===== src/rtl/ckse_pkg.sv =====
// shared types and constants of the color key sprite store encoder
`timescale 1ns / 1ps

package ckse_pkg;

  localparam int MAX_TILE_WIDTH_DEF  = 256;
  localparam int MAX_FRAME_WIDTH_DEF = 4096;
  localparam int DWORD_BYTES         = 4;
  localparam int QUEUE_DEPTH         = 2;
  localparam int NUM_SLOTS           = 5;

  localparam logic [31:0] COLOR_KEY_RST   = 32'd0;
  localparam logic [2:0]  PIXEL_BYTES_RST = 3'd1;
  localparam logic [12:0] FRAME_WIDTH_RST = 13'd320;
  localparam logic [8:0]  TILE_WIDTH_RST  = 9'd16;

  typedef enum logic [2:0] {
    KIND_ADVANCE = 3'd0,
    KIND_DWORD   = 3'd1,
    KIND_WORD    = 3'd2,
    KIND_BYTE    = 3'd3,
    KIND_RETURN  = 3'd4
  } record_kind_e;

  typedef enum logic [1:0] {
    CFG_COLOR_KEY   = 2'd0,
    CFG_PIXEL_BYTES = 2'd1,
    CFG_FRAME_WIDTH = 2'd2,
    CFG_TILE_WIDTH  = 2'd3
  } cfg_idx_e;

  typedef enum logic [1:0] {
    RUN_NONE   = 2'd0,
    RUN_TRANSP = 2'd1,
    RUN_OPAQUE = 2'd2
  } run_mode_e;

  // every record that one pixel causes, in emission order
  typedef struct packed {
    logic        adv_en;
    logic [31:0] adv_val;
    logic        dw_en;
    logic [9:0]  dw_off;
    logic [31:0] dw_val;
    logic [1:0]  tail_cnt;
    logic [9:0]  tail_off;
    logic [23:0] tail_bytes;
    logic        ret_en;
  } desc_t;

  typedef struct packed {
    logic full;
    logic empty;
  } queue_stat_t;

endpackage


===== src/rtl/ckse_front.sv =====
// front end: config registers, pixel classification and run state
`timescale 1ns / 1ps

module ckse_front #(
  parameter int MAX_TILE_WIDTH  = ckse_pkg::MAX_TILE_WIDTH_DEF,
  parameter int MAX_FRAME_WIDTH = ckse_pkg::MAX_FRAME_WIDTH_DEF
) (
  input  logic                   clk_i,
  input  logic                   rst_ni,
  input  logic                   cfg_we_i,
  input  logic [1:0]             cfg_index_i,
  input  logic [31:0]            cfg_wdata_i,
  input  logic                   in_valid_i,
  output logic                   in_ready_o,
  input  logic [31:0]            pixel_value_i,
  input  logic                   row_end_i,
  input  logic                   tile_end_i,
  input  ckse_pkg::queue_stat_t  q_stat_i,
  output logic                   q_push_o,
  output ckse_pkg::desc_t        q_desc_o
);

  logic [31:0] key_q;
  logic [2:0]  pb_q;
  logic [12:0] fw_q;
  logic [8:0]  tw_q;

  ckse_pkg::run_mode_e mode_q, mode_d;
  logic [31:0] pend_q, pend_d;
  logic [23:0] lb_q, lb_d;
  logic [1:0]  lc_q, lc_d;
  logic [10:0] ro_q, ro_d;

  logic [2:0]  pb_w;
  logic [12:0] fw_w;
  logic [8:0]  tw_w;

  always_comb begin
    pb_w = cfg_wdata_i[2:0];
    if (pb_w == 3'd0) pb_w = 3'd1;
    if (pb_w > 3'd4) pb_w = 3'd4;
    fw_w = cfg_wdata_i[12:0];
    if (fw_w == 13'd0) fw_w = 13'd1;
    if (32'(fw_w) > 32'(MAX_FRAME_WIDTH)) fw_w = 13'(MAX_FRAME_WIDTH);
    tw_w = cfg_wdata_i[8:0];
    if (tw_w == 9'd0) tw_w = 9'd1;
    if (32'(tw_w) > 32'(MAX_TILE_WIDTH)) tw_w = 9'(MAX_TILE_WIDTH);
  end

  always_ff @(posedge clk_i or negedge rst_ni) begin
    if (!rst_ni) begin
      key_q <= ckse_pkg::COLOR_KEY_RST;
      pb_q  <= ckse_pkg::PIXEL_BYTES_RST;
      fw_q  <= ckse_pkg::FRAME_WIDTH_RST;
      tw_q  <= ckse_pkg::TILE_WIDTH_RST;
    end else if (cfg_we_i) begin
      unique case (ckse_pkg::cfg_idx_e'(cfg_index_i))
        ckse_pkg::CFG_COLOR_KEY:   key_q <= cfg_wdata_i;
        ckse_pkg::CFG_PIXEL_BYTES: pb_q  <= pb_w;
        ckse_pkg::CFG_FRAME_WIDTH: fw_q  <= fw_w;
        ckse_pkg::CFG_TILE_WIDTH:  tw_q  <= tw_w;
      endcase
    end
  end

  logic [31:0] mask, pix;
  logic        opaque, new_run, row_done, flush_old, flush_new;
  logic [23:0] lb0;
  logic [1:0]  lc0;
  logic [10:0] ro0, ro1;
  logic [55:0] acc, acc1;
  logic [2:0]  total, total1;
  logic [31:0] skip, pend_inc;
  logic        accept;

  assign in_ready_o = !q_stat_i.full;
  assign accept     = in_valid_i && in_ready_o;
  assign skip       = {19'd0, fw_q} - {23'd0, tw_q};

  always_comb begin
    unique case (pb_q)
      3'd1:    mask = 32'h0000_00FF;
      3'd2:    mask = 32'h0000_FFFF;
      3'd3:    mask = 32'h00FF_FFFF;
      default: mask = 32'hFFFF_FFFF;
    endcase
    pix      = pixel_value_i & mask;
    opaque   = pix != (key_q & mask);
    new_run  = mode_q != ckse_pkg::RUN_OPAQUE;
    row_done = row_end_i || tile_end_i;

    // a new run starts from an empty packer
    lb0   = new_run ? 24'd0 : lb_q;
    lc0   = new_run ? 2'd0 : lc_q;
    ro0   = new_run ? 11'd0 : ro_q;
    acc   = {32'd0, lb0} | ({24'd0, pix} << {lc0, 3'b000});
    total = {1'b0, lc0} + pb_q;

    q_desc_o         = '0;
    q_desc_o.adv_en  = opaque && new_run && (pend_q != 32'd0);
    q_desc_o.adv_val = pend_q * {29'd0, pb_q};
    q_desc_o.dw_off  = ro0[9:0];
    q_desc_o.dw_val  = acc[31:0];

    if (total >= 3'(ckse_pkg::DWORD_BYTES)) begin
      q_desc_o.dw_en = opaque;
      ro1    = ro0 + 11'(ckse_pkg::DWORD_BYTES);
      acc1   = acc >> 32;
      total1 = total - 3'(ckse_pkg::DWORD_BYTES);
    end else begin
      ro1    = ro0;
      acc1   = acc;
      total1 = total;
    end

    // tail of the previous run on a transparent pixel, or of this run at row end
    flush_old = !opaque && (mode_q == ckse_pkg::RUN_OPAQUE);
    flush_new = opaque && row_done;
    if (flush_old) begin
      q_desc_o.tail_cnt   = lc_q;
      q_desc_o.tail_off   = ro_q[9:0];
      q_desc_o.tail_bytes = lb_q;
    end else if (flush_new) begin
      q_desc_o.tail_cnt   = total1[1:0];
      q_desc_o.tail_off   = ro1[9:0];
      q_desc_o.tail_bytes = acc1[23:0];
    end
    q_desc_o.ret_en = tile_end_i;

    if (opaque) begin
      mode_d   = ckse_pkg::RUN_OPAQUE;
      lb_d     = acc1[23:0];
      lc_d     = total1[1:0];
      ro_d     = ro1;
      // the advance restarts at the first pixel of a run and counts on through it
      pend_inc = new_run ? 32'd1 : pend_q + 32'd1;
    end else begin
      mode_d   = ckse_pkg::RUN_TRANSP;
      lb_d     = flush_old ? 24'd0 : lb_q;
      lc_d     = flush_old ? 2'd0 : lc_q;
      ro_d     = flush_old ? 11'd0 : ro_q;
      pend_inc = pend_q + 32'd1;
    end
    pend_d = pend_inc;

    if (row_done) begin
      mode_d = ckse_pkg::RUN_NONE;
      if (flush_new) begin
        lb_d = 24'd0;
        lc_d = 2'd0;
        ro_d = 11'd0;
      end
      if (!tile_end_i) pend_d = pend_inc + skip;
    end
    if (tile_end_i) begin
      pend_d = 32'd0;
      lb_d   = 24'd0;
      lc_d   = 2'd0;
      ro_d   = 11'd0;
    end
  end

  assign q_push_o = accept && (q_desc_o.adv_en || q_desc_o.dw_en ||
                               (q_desc_o.tail_cnt != 2'd0) || q_desc_o.ret_en);

  always_ff @(posedge clk_i or negedge rst_ni) begin
    if (!rst_ni) begin
      mode_q <= ckse_pkg::RUN_NONE;
      pend_q <= 32'd0;
      lb_q   <= 24'd0;
      lc_q   <= 2'd0;
      ro_q   <= 11'd0;
    end else if (accept) begin
      mode_q <= mode_d;
      pend_q <= pend_d;
      lb_q   <= lb_d;
      lc_q   <= lc_d;
      ro_q   <= ro_d;
    end
  end

endmodule


===== src/rtl/ckse_queue.sv =====
// short descriptor queue between front and back end
`timescale 1ns / 1ps

module ckse_queue (
  input  logic                  clk_i,
  input  logic                  rst_ni,
  input  logic                  push_i,
  input  ckse_pkg::desc_t       push_desc_i,
  input  logic                  pop_i,
  output ckse_pkg::desc_t       head_o,
  output ckse_pkg::queue_stat_t stat_o
);

  localparam int DEPTH = ckse_pkg::QUEUE_DEPTH;
  localparam int PTR_W = (DEPTH > 1) ? $clog2(DEPTH) : 1;
  localparam int CNT_W = $clog2(DEPTH + 1);

  ckse_pkg::desc_t   mem_q [DEPTH];
  logic [PTR_W-1:0]  wr_q, rd_q;
  logic [CNT_W-1:0]  cnt_q;
  logic              do_push, do_pop;

  assign stat_o.full  = cnt_q == CNT_W'(DEPTH);
  assign stat_o.empty = cnt_q == '0;
  assign do_push      = push_i && !stat_o.full;
  assign do_pop       = pop_i && !stat_o.empty;
  assign head_o       = mem_q[rd_q];

  function automatic logic [PTR_W-1:0] ptr_next(input logic [PTR_W-1:0] p);
    if (p == PTR_W'(DEPTH - 1)) return '0;
    return p + PTR_W'(1);
  endfunction

  always_ff @(posedge clk_i) begin
    if (do_push) mem_q[wr_q] <= push_desc_i;
  end

  always_ff @(posedge clk_i or negedge rst_ni) begin
    if (!rst_ni) begin
      wr_q  <= '0;
      rd_q  <= '0;
      cnt_q <= '0;
    end else begin
      if (do_push) wr_q <= ptr_next(wr_q);
      if (do_pop) rd_q <= ptr_next(rd_q);
      if (do_push && !do_pop) cnt_q <= cnt_q + CNT_W'(1);
      else if (do_pop && !do_push) cnt_q <= cnt_q - CNT_W'(1);
    end
  end

endmodule


===== src/rtl/ckse_back.sv =====
// back end: expands one descriptor into records through the output register
`timescale 1ns / 1ps

module ckse_back (
  input  logic                  clk_i,
  input  logic                  rst_ni,
  input  ckse_pkg::desc_t       head_i,
  input  ckse_pkg::queue_stat_t q_stat_i,
  output logic                  pop_o,
  output logic                  out_valid_o,
  input  logic                  out_ready_i,
  output logic [2:0]            record_kind_o,
  output logic [9:0]            byte_offset_o,
  output logic [31:0]           record_value_o,
  output logic                  last_of_run_o
);

  localparam int NS = ckse_pkg::NUM_SLOTS;

  ckse_pkg::desc_t cur_q;
  logic [NS-1:0]   rem_q, rem_d, sel, rem_after, head_rem;
  logic            advance, need_load;

  logic        out_valid_q;
  ckse_pkg::record_kind_e kind_q, kind_d;
  logic [9:0]  off_q, off_d;
  logic [31:0] val_q, val_d;
  logic        last_q;

  // slot order: advance, dword, first tail store, second tail store, return
  assign head_rem = {head_i.ret_en, head_i.tail_cnt == 2'd3, head_i.tail_cnt != 2'd0,
                     head_i.dw_en, head_i.adv_en};

  assign sel       = rem_q & (~rem_q + NS'(1));
  assign rem_after = rem_q & ~sel;
  assign advance   = (rem_q != '0) && (!out_valid_q || out_ready_i);
  assign need_load = (rem_q == '0) || (advance && (rem_after == '0));
  assign pop_o     = need_load && !q_stat_i.empty;

  always_comb begin
    kind_d = ckse_pkg::KIND_RETURN;
    off_d  = 10'd0;
    val_d  = 32'd0;
    if (sel[0]) begin
      kind_d = ckse_pkg::KIND_ADVANCE;
      val_d  = cur_q.adv_val;
    end else if (sel[1]) begin
      kind_d = ckse_pkg::KIND_DWORD;
      off_d  = cur_q.dw_off;
      val_d  = cur_q.dw_val;
    end else if (sel[2]) begin
      off_d = cur_q.tail_off;
      if (cur_q.tail_cnt == 2'd2) begin
        kind_d = ckse_pkg::KIND_WORD;
        val_d  = {16'd0, cur_q.tail_bytes[15:0]};
      end else begin
        kind_d = ckse_pkg::KIND_BYTE;
        val_d  = {24'd0, cur_q.tail_bytes[7:0]};
      end
    end else if (sel[3]) begin
      kind_d = ckse_pkg::KIND_WORD;
      off_d  = cur_q.tail_off + 10'd1;
      val_d  = {16'd0, cur_q.tail_bytes[23:8]};
    end
  end

  always_comb begin
    rem_d = rem_q;
    if (pop_o) rem_d = head_rem;
    else if (advance) rem_d = rem_after;
  end

  always_ff @(posedge clk_i) begin
    if (pop_o) cur_q <= head_i;
    if (advance) begin
      kind_q <= kind_d;
      off_q  <= off_d;
      val_q  <= val_d;
      last_q <= rem_after == '0;
    end
  end

  always_ff @(posedge clk_i or negedge rst_ni) begin
    if (!rst_ni) begin
      rem_q       <= '0;
      out_valid_q <= 1'b0;
    end else begin
      rem_q <= rem_d;
      if (advance) out_valid_q <= 1'b1;
      else if (out_ready_i) out_valid_q <= 1'b0;
    end
  end

  assign out_valid_o    = out_valid_q;
  assign record_kind_o  = kind_q;
  assign byte_offset_o  = off_q;
  assign record_value_o = val_q;
  assign last_of_run_o  = last_q;

endmodule


===== src/rtl/color_key_sprite_store_encoder_unit.sv =====
// top level of the color key sprite store encoder
// path: a pixel's descriptor is queued, loaded into the back end, and each record is registered at the output
// throughput: one pixel per cycle while each pixel makes at most one record and the receiver
//   is ready; a pixel with n records (up to five) holds the back end until all n are out, one
//   record per cycle out of the single output register, with a two-descriptor queue absorbing the burst
// reset: rst_ni low clears run state, queue and output valid and restores default config
`timescale 1ns / 1ps

module color_key_sprite_store_encoder_unit #(
  parameter int MAX_TILE_WIDTH  = ckse_pkg::MAX_TILE_WIDTH_DEF,
  parameter int MAX_FRAME_WIDTH = ckse_pkg::MAX_FRAME_WIDTH_DEF
) (
  input  logic        clk_i,
  input  logic        rst_ni,
  // config write port, one register per transaction
  input  logic        cfg_we_i,
  input  logic [1:0]  cfg_index_i,
  input  logic [31:0] cfg_wdata_i,
  // pixel input
  input  logic        in_valid_i,
  output logic        in_ready_o,
  input  logic [31:0] pixel_value_i,
  input  logic        row_end_i,
  input  logic        tile_end_i,
  // record output
  output logic        out_valid_o,
  input  logic        out_ready_i,
  output logic [2:0]  record_kind_o,
  output logic [9:0]  byte_offset_o,
  output logic [31:0] record_value_o,
  output logic        last_of_run_o
);

  ckse_pkg::desc_t       push_desc, head_desc;
  ckse_pkg::queue_stat_t q_stat;
  logic                  push, pop;

  // front end: classifies each pixel and builds the record descriptor combinationally
  ckse_front #(
    .MAX_TILE_WIDTH  (MAX_TILE_WIDTH),
    .MAX_FRAME_WIDTH (MAX_FRAME_WIDTH)
  ) u_front (
    .clk_i         (clk_i),
    .rst_ni        (rst_ni),
    .cfg_we_i      (cfg_we_i),
    .cfg_index_i   (cfg_index_i),
    .cfg_wdata_i   (cfg_wdata_i),
    .in_valid_i    (in_valid_i),
    .in_ready_o    (in_ready_o),
    .pixel_value_i (pixel_value_i),
    .row_end_i     (row_end_i),
    .tile_end_i    (tile_end_i),
    .q_stat_i      (q_stat),
    .q_push_o      (push),
    .q_desc_o      (push_desc)
  );

  // pixels that make no record never enter the queue
  ckse_queue u_queue (
    .clk_i       (clk_i),
    .rst_ni      (rst_ni),
    .push_i      (push),
    .push_desc_i (push_desc),
    .pop_i       (pop),
    .head_o      (head_desc),
    .stat_o      (q_stat)
  );

  // back end: walks the descriptor slots, one record per output transaction
  ckse_back u_back (
    .clk_i          (clk_i),
    .rst_ni         (rst_ni),
    .head_i         (head_desc),
    .q_stat_i       (q_stat),
    .pop_o          (pop),
    .out_valid_o    (out_valid_o),
    .out_ready_i    (out_ready_i),
    .record_kind_o  (record_kind_o),
    .byte_offset_o  (byte_offset_o),
    .record_value_o (record_value_o),
    .last_of_run_o  (last_of_run_o)
  );

endmodule


===== config.mk =====
export PLATFORM = sky130hd
export DESIGN_NAME = color_key_sprite_store_encoder_unit
export DESIGN_NICKNAME = d
export VERILOG_FILES = /design/src/rtl/ckse_pkg.sv /design/src/rtl/ckse_front.sv /design/src/rtl/ckse_queue.sv /design/src/rtl/ckse_back.sv /design/src/rtl/color_key_sprite_store_encoder_unit.sv
export SDC_FILE = /design/constraint.sdc
export NUM_CORES = 1
export LEC_CHECK = 0
export BUFFER_PORTS_ARGS = -buffer_cell sky130_fd_sc_hd__buf_2
export CORE_MARGIN = 2
export CORE_UTILIZATION = 60
export DETAILED_ROUTE_END_ITERATION = 6
export GPL_TIMING_DRIVEN = 0
export PLACE_DENSITY = 0.79
export REMOVE_ABC_BUFFERS = 1
export SYNTH_ARGS = -nofsm -noshare
export SYNTH_HDL_FRONTEND = slang
export SYNTH_SLANG_ARGS = --single-unit

===== constraint.sdc =====
create_clock -name clk_i -period 12.2 [get_ports clk_i]
set_clock_uncertainty 0.05 [all_clocks]
set_input_delay 2.44 -clock clk_i [delete_from_list [all_inputs] [get_ports clk_i]]
set_output_delay 2.44 -clock clk_i [all_outputs]
set_load 0.01 [all_outputs]

==> results.sh <==
export IMPL_violations="DRC"
export IMPL_non_filler_cell_area_final_mm2=0.0299
export IMPL_crit_required_ns=12.64
export IMPL_drt_pass1_iter_count=7
export IMPL_yosys_cell_types_count=81
export IMPL_detailed_place_area_mm2=0.0282
export IMPL_powerDensity_mw_per_mm2=231
export IMPL_total_power_mw=6.90
export IMPL_r2r_end="u_front.pend_q[29]$_DFFE_PN0P_"
export IMPL_dr_wl_met3_um=6310
export IMPL_synth_area_mm2=0.0270
export IMPL_number_of_violations_reported_at_the_end_of_detailed_routing_iteration_0=2198
export IMPL_synth_warnings=0
export IMPL_top_layer_used="met5"
export IMPL_wirelength_um=65700
export IMPL_area_enclosed_by_the_die_boundary_mm2=0.0466
export IMPL_timing_critical_path_slowest_cell_delay_ns=0.87
export IMPL_synth_flop_cell="sky130_fd_sc_hd__edfxtp_1"
export IMPL_insertedDiodeCount=0
export IMPL_report_final_slew_viol_count=0
export IMPL_timing_hold_ws_ns=0.428
export IMPL_layout_nets=2614
export IMPL_yosysSeqAreaShare=0.553
export IMPL_first_global_vias=18900
export IMPL_timing_reg2reg_worst_path_depth=15
export IMPL_crit_type="input port to flip-flop"
export IMPL_area_of_the_core_mm2=0.0443
export IMPL_static_leakage_power_nw=11.8
export IMPL_ff2ff_setup_slack_ns=5.59
export IMPL_critical_path_arrival_ns=7.46
export IMPL_post_cts_repair_setup_buffers=0
export IMPL_synth_seq_cells=519
export IMPL_antenna_found_initial=2
export IMPL_timing_final_crit_period_ns=7.03
export IMPL_wl_per_cell_um=21.4
export IMPL_hp_class="flip-flop to flip-flop"
export IMPL_cts_tree="yes"
export IMPL_max_slew_margin=0.0998
export IMPL_port_buffers=120
export IMPL_total_routed_wire_length_on_the_met1_layer_um=26100
export IMPL_clock_root_buffer="sky130_fd_sc_hd__clkbuf_16"
export IMPL_critPathMaxFanout=46
export IMPL_report_final_setup_viol=0
export IMPL_maxClockFrequency_ghz=0.142
export IMPL_grt_first_pass_wirelength_um=103000
export IMPL_timing_critical_path_mode_cell="sky130_fd_sc_hd__a21oi_1"
export IMPL_hpwlAfterDp_um=45300
export IMPL_syn2layout_area_growth_pct=11.0
export IMPL_post_cts_resized_instances=0
export IMPL_slowest_stage="sky130_fd_sc_hd__nor2_4"
export IMPL_outcome="finished, violations left"
export IMPL_critPathCaptureType="flip-flop"
export IMPL_grtUsageTotal=0.284
export IMPL_fin_util=0.675
export IMPL_worst_case_vdd_ir_drop_v=0.000246
export IMPL_timing_worst_slew_pin_value_ns=1.35
export IMPL_remaining_drc_errors=2
export IMPL_async_reset_ff_frac=0.264
export IMPL_hold_violation_count_in_the_final_report=0
export IMPL_grt_start_max_net_pins=78
export IMPL_floorplan_rows=77
export IMPL_avgViaCountPerCell=6.25
export IMPL_timing_rr_start="u_front.pb_q[2]$_DFFE_PN0P_"
export IMPL_met2WireLength_um=30700
export IMPL_worst_skew_pair_late_latency_ns=0.60
export IMPL_numCtsBuffers=52
export IMPL_cp_start_kind="input port"
export IMPL_cap_violations=0
export IMPL_worst_setup_path_startpoint="pixel_value_i[27]"
export IMPL_cts_hold_buf=0
export IMPL_drtAntennaViolNets=0
export IMPL_die_width_um=216
export IMPL_syn_inst=2369
export IMPL_grt_overflow_total=0
export IMPL_clock_path_buffers=3
export IMPL_num_vias=19200
export IMPL_cts_sink_count=519
export IMPL_htreeDepth=2
export IMPL_number_of_enable_flip_flop_cells_after_synthesis=382
export IMPL_worstSetupEndpoint="u_front.pend_q[29]$_DFFE_PN0P_"
export IMPL_rsz0062_at_grt="false"
export IMPL_gp_congestion=0.878
export IMPL_synth_area_per_cell_um2=11.4
export IMPL_path_cells="buf_2 -> xor2_1 -> nor4_1 -> a21oi_1 -> and4b_2 -> nor2_4 -> nor2_1 -> ha_1 -> o21a_1 -> o211ai_1 -> o21bai_1 -> a31oi_1 -> and2_1 -> a21oi_1 -> a21oi_1 -> mux2_1 -> a32o_1"
export IMPL_timing_final_crit_share=0.576
export IMPL_number_of_top_level_pins=121
export IMPL_finalSetupTns_ns=0
export IMPL_cts_reportedPaths_clkPinSlew_ns=0.07
export IMPL_die_h_um=216
export IMPL_drive_gt1_frac=0.161
export IMPL_floorplan_initialDensity=0.608
cell usage in the layout (no fill, tap or decap), types with 25 or more instances in the layout:
cell type / n
sky130_fd_sc_hd__mux2_2: 147
sky130_fd_sc_hd__edfxtp_1: 382
sky130_fd_sc_hd__ha_1: 76
sky130_fd_sc_hd__a22oi_1: 33
sky130_fd_sc_hd__dfrtp_1: 131
sky130_fd_sc_hd__fa_1: 33
sky130_fd_sc_hd__a22o_1: 41
sky130_fd_sc_hd__nor2_1: 159
sky130_fd_sc_hd__nand2_1: 266
sky130_fd_sc_hd__o21ai_1: 87
sky130_fd_sc_hd__nor2b_1: 25
sky130_fd_sc_hd__clkbuf_16: 54
sky130_fd_sc_hd__nor3_1: 39
sky130_fd_sc_hd__and2_1: 29
sky130_fd_sc_hd__buf_2: 119
sky130_fd_sc_hd__nand2b_1: 34
sky130_fd_sc_hd__a21o_1: 34
sky130_fd_sc_hd__xnor2_1: 82
sky130_fd_sc_hd__a21oi_1: 121
sky130_fd_sc_hd__xor2_1: 53
sky130_fd_sc_hd__nand3_1: 37
sky130_fd_sc_hd__inv_1: 93
sky130_fd_sc_hd__o21ai_0: 78
flip-flops by register name (all words and copies together) (netlist names), 13 cells and up:
name and cells:
u_front.pend_q 32, u_back.record_value_o 32, u_queue.mem_q 226, u_front.lb_q 24, u_front.key_q 32, u_back.cur_q 110
u_front.fw_q 13
power breakdown:
group | internal (mW) | switching (mW) | total (mW)
combinational | 0.880 | 1.33 | 2.21
sequential | 2.73 | 0.391 | 3.12
clock | 0.896 | 0.673 | 1.57
total | 4.51 | 2.40 | 6.90
stage by stage:
step	worst slack [ns]	std cells
after floorplan	-0.415	2235
after global placement	-7.61	2947
after detailed placement	4.11	2970
after CTS	4.67	3068
after global routing	4.83	3068
final	5.17	3068
synth_stat cells (5+ instances only):
library cell / n / share of area
sky130_fd_sc_hd__a211oi_1: 12 / 0.0033
sky130_fd_sc_hd__a21o_1: 34 / 0.0095
sky130_fd_sc_hd__a21oi_1: 121 / 0.022
sky130_fd_sc_hd__a221o_1: 11 / 0.0041
sky130_fd_sc_hd__a222oi_1: 8 / 0.0030
sky130_fd_sc_hd__a22o_1: 41 / 0.013
sky130_fd_sc_hd__a22oi_1: 33 / 0.0092
sky130_fd_sc_hd__a31oi_1: 19 / 0.0044
sky130_fd_sc_hd__a32o_1: 9 / 0.0033
sky130_fd_sc_hd__and2_1: 30 / 0.0070
sky130_fd_sc_hd__and3_1: 20 / 0.0046
sky130_fd_sc_hd__buf_1: 14 / 0.0019
sky130_fd_sc_hd__buf_2: 10 / 0.0019
sky130_fd_sc_hd__clkbuf_1: 109 / 0.015
sky130_fd_sc_hd__dfrtp_1: 133 / 0.12
sky130_fd_sc_hd__edfxtp_1: 382 / 0.43
sky130_fd_sc_hd__fa_1: 33 / 0.025
sky130_fd_sc_hd__ha_1: 76 / 0.035
sky130_fd_sc_hd__inv_1: 93 / 0.013
sky130_fd_sc_hd__mux2_2: 147 / 0.061
sky130_fd_sc_hd__mux2i_1: 12 / 0.0045
sky130_fd_sc_hd__nand2_1: 267 / 0.037
sky130_fd_sc_hd__nand2b_1: 35 / 0.0081
sky130_fd_sc_hd__nand3_1: 37 / 0.0069
sky130_fd_sc_hd__nand4_1: 17 / 0.0039
sky130_fd_sc_hd__nor2_1: 160 / 0.022
sky130_fd_sc_hd__nor2b_1: 27 / 0.0063
sky130_fd_sc_hd__nor3_1: 40 / 0.0074
sky130_fd_sc_hd__nor3b_1: 10 / 0.0028
sky130_fd_sc_hd__nor4_1: 11 / 0.0026
sky130_fd_sc_hd__o211ai_1: 11 / 0.0031
sky130_fd_sc_hd__o21a_1: 10 / 0.0028
sky130_fd_sc_hd__o21ai_0: 78 / 0.014
sky130_fd_sc_hd__o21ai_1: 88 / 0.016
sky130_fd_sc_hd__o21bai_1: 8 / 0.0022
sky130_fd_sc_hd__o22ai_1: 5 / 0.0012
sky130_fd_sc_hd__o31ai_1: 13 / 0.0036
sky130_fd_sc_hd__or3_1: 11 / 0.0026
sky130_fd_sc_hd__xnor2_1: 83 / 0.027
sky130_fd_sc_hd__xor2_1: 53 / 0.017
routing by layer:
layer | vias up | global-route usage
met3 | 153 | 0.0681
met1 | 9373 | 0.373
met2 | 928 | 0.455
met5 | - | 0.00729
li1 | 8726 | -
met4 | 2 | 0.116
how the worst min path moves through the flow:
stage                                startpoint                          end  slack, ns  cells past startpoint
floorplan           u_front.ro_q[0]$_DFFE_PN0P_  u_front.ro_q[0]$_DFFE_PN0P_       0.39                      1
global placement    u_front.ro_q[0]$_DFFE_PN0P_  u_front.ro_q[0]$_DFFE_PN0P_       0.41                      1
detailed placement  u_front.ro_q[0]$_DFFE_PN0P_  u_front.ro_q[0]$_DFFE_PN0P_       0.41                      1
CTS                 u_front.fw_q[8]$_DFFE_PN1P_  u_front.fw_q[8]$_DFFE_PN1P_       0.43                      2
global route        u_front.ro_q[0]$_DFFE_PN0P_  u_front.ro_q[0]$_DFFE_PN0P_       0.46                      1
finish              u_front.fw_q[8]$_DFFE_PN1P_  u_front.fw_q[8]$_DFFE_PN1P_       0.43                      2
area by class of cell:
| class | instances | area (um^2) |
|---|---|---|
| inverters | 98 | 370 |
| clock inverters | 26 | 224 |
| fillers | 3186 | 14400 |
| clock buffers | 72 | 1450 |
| multi-input cells | 1618 | 11200 |
| flip-flops and latches | 519 | 14900 |
| repair buffers | 143 | 1000 |
| well taps | 592 | 741 |
worst max-delay path, delay by kind of cell:
family,cells,cell delay (ns)
AO/OA/AOI/OAI,8,1.91
XOR/XNOR,1,0.19
adder cells (fa/ha/maj),1,0.42
buffers and inverters,1,0.21
multiplexers,1,0.35
AND/OR/NAND/NOR,5,1.93
cells by family after synthesis:
kind of cell | after synthesis | share of synthesized area
compound gates | 529 | 0.127
xor+xnor | 136 | 0.0442
fa+ha+maj | 110 | 0.0602
buf+inv | 232 | 0.0328
flops | 519 | 0.553
mux | 160 | 0.0663
simple gates | 683 | 0.117
Power figures use the tool's default switching activity.
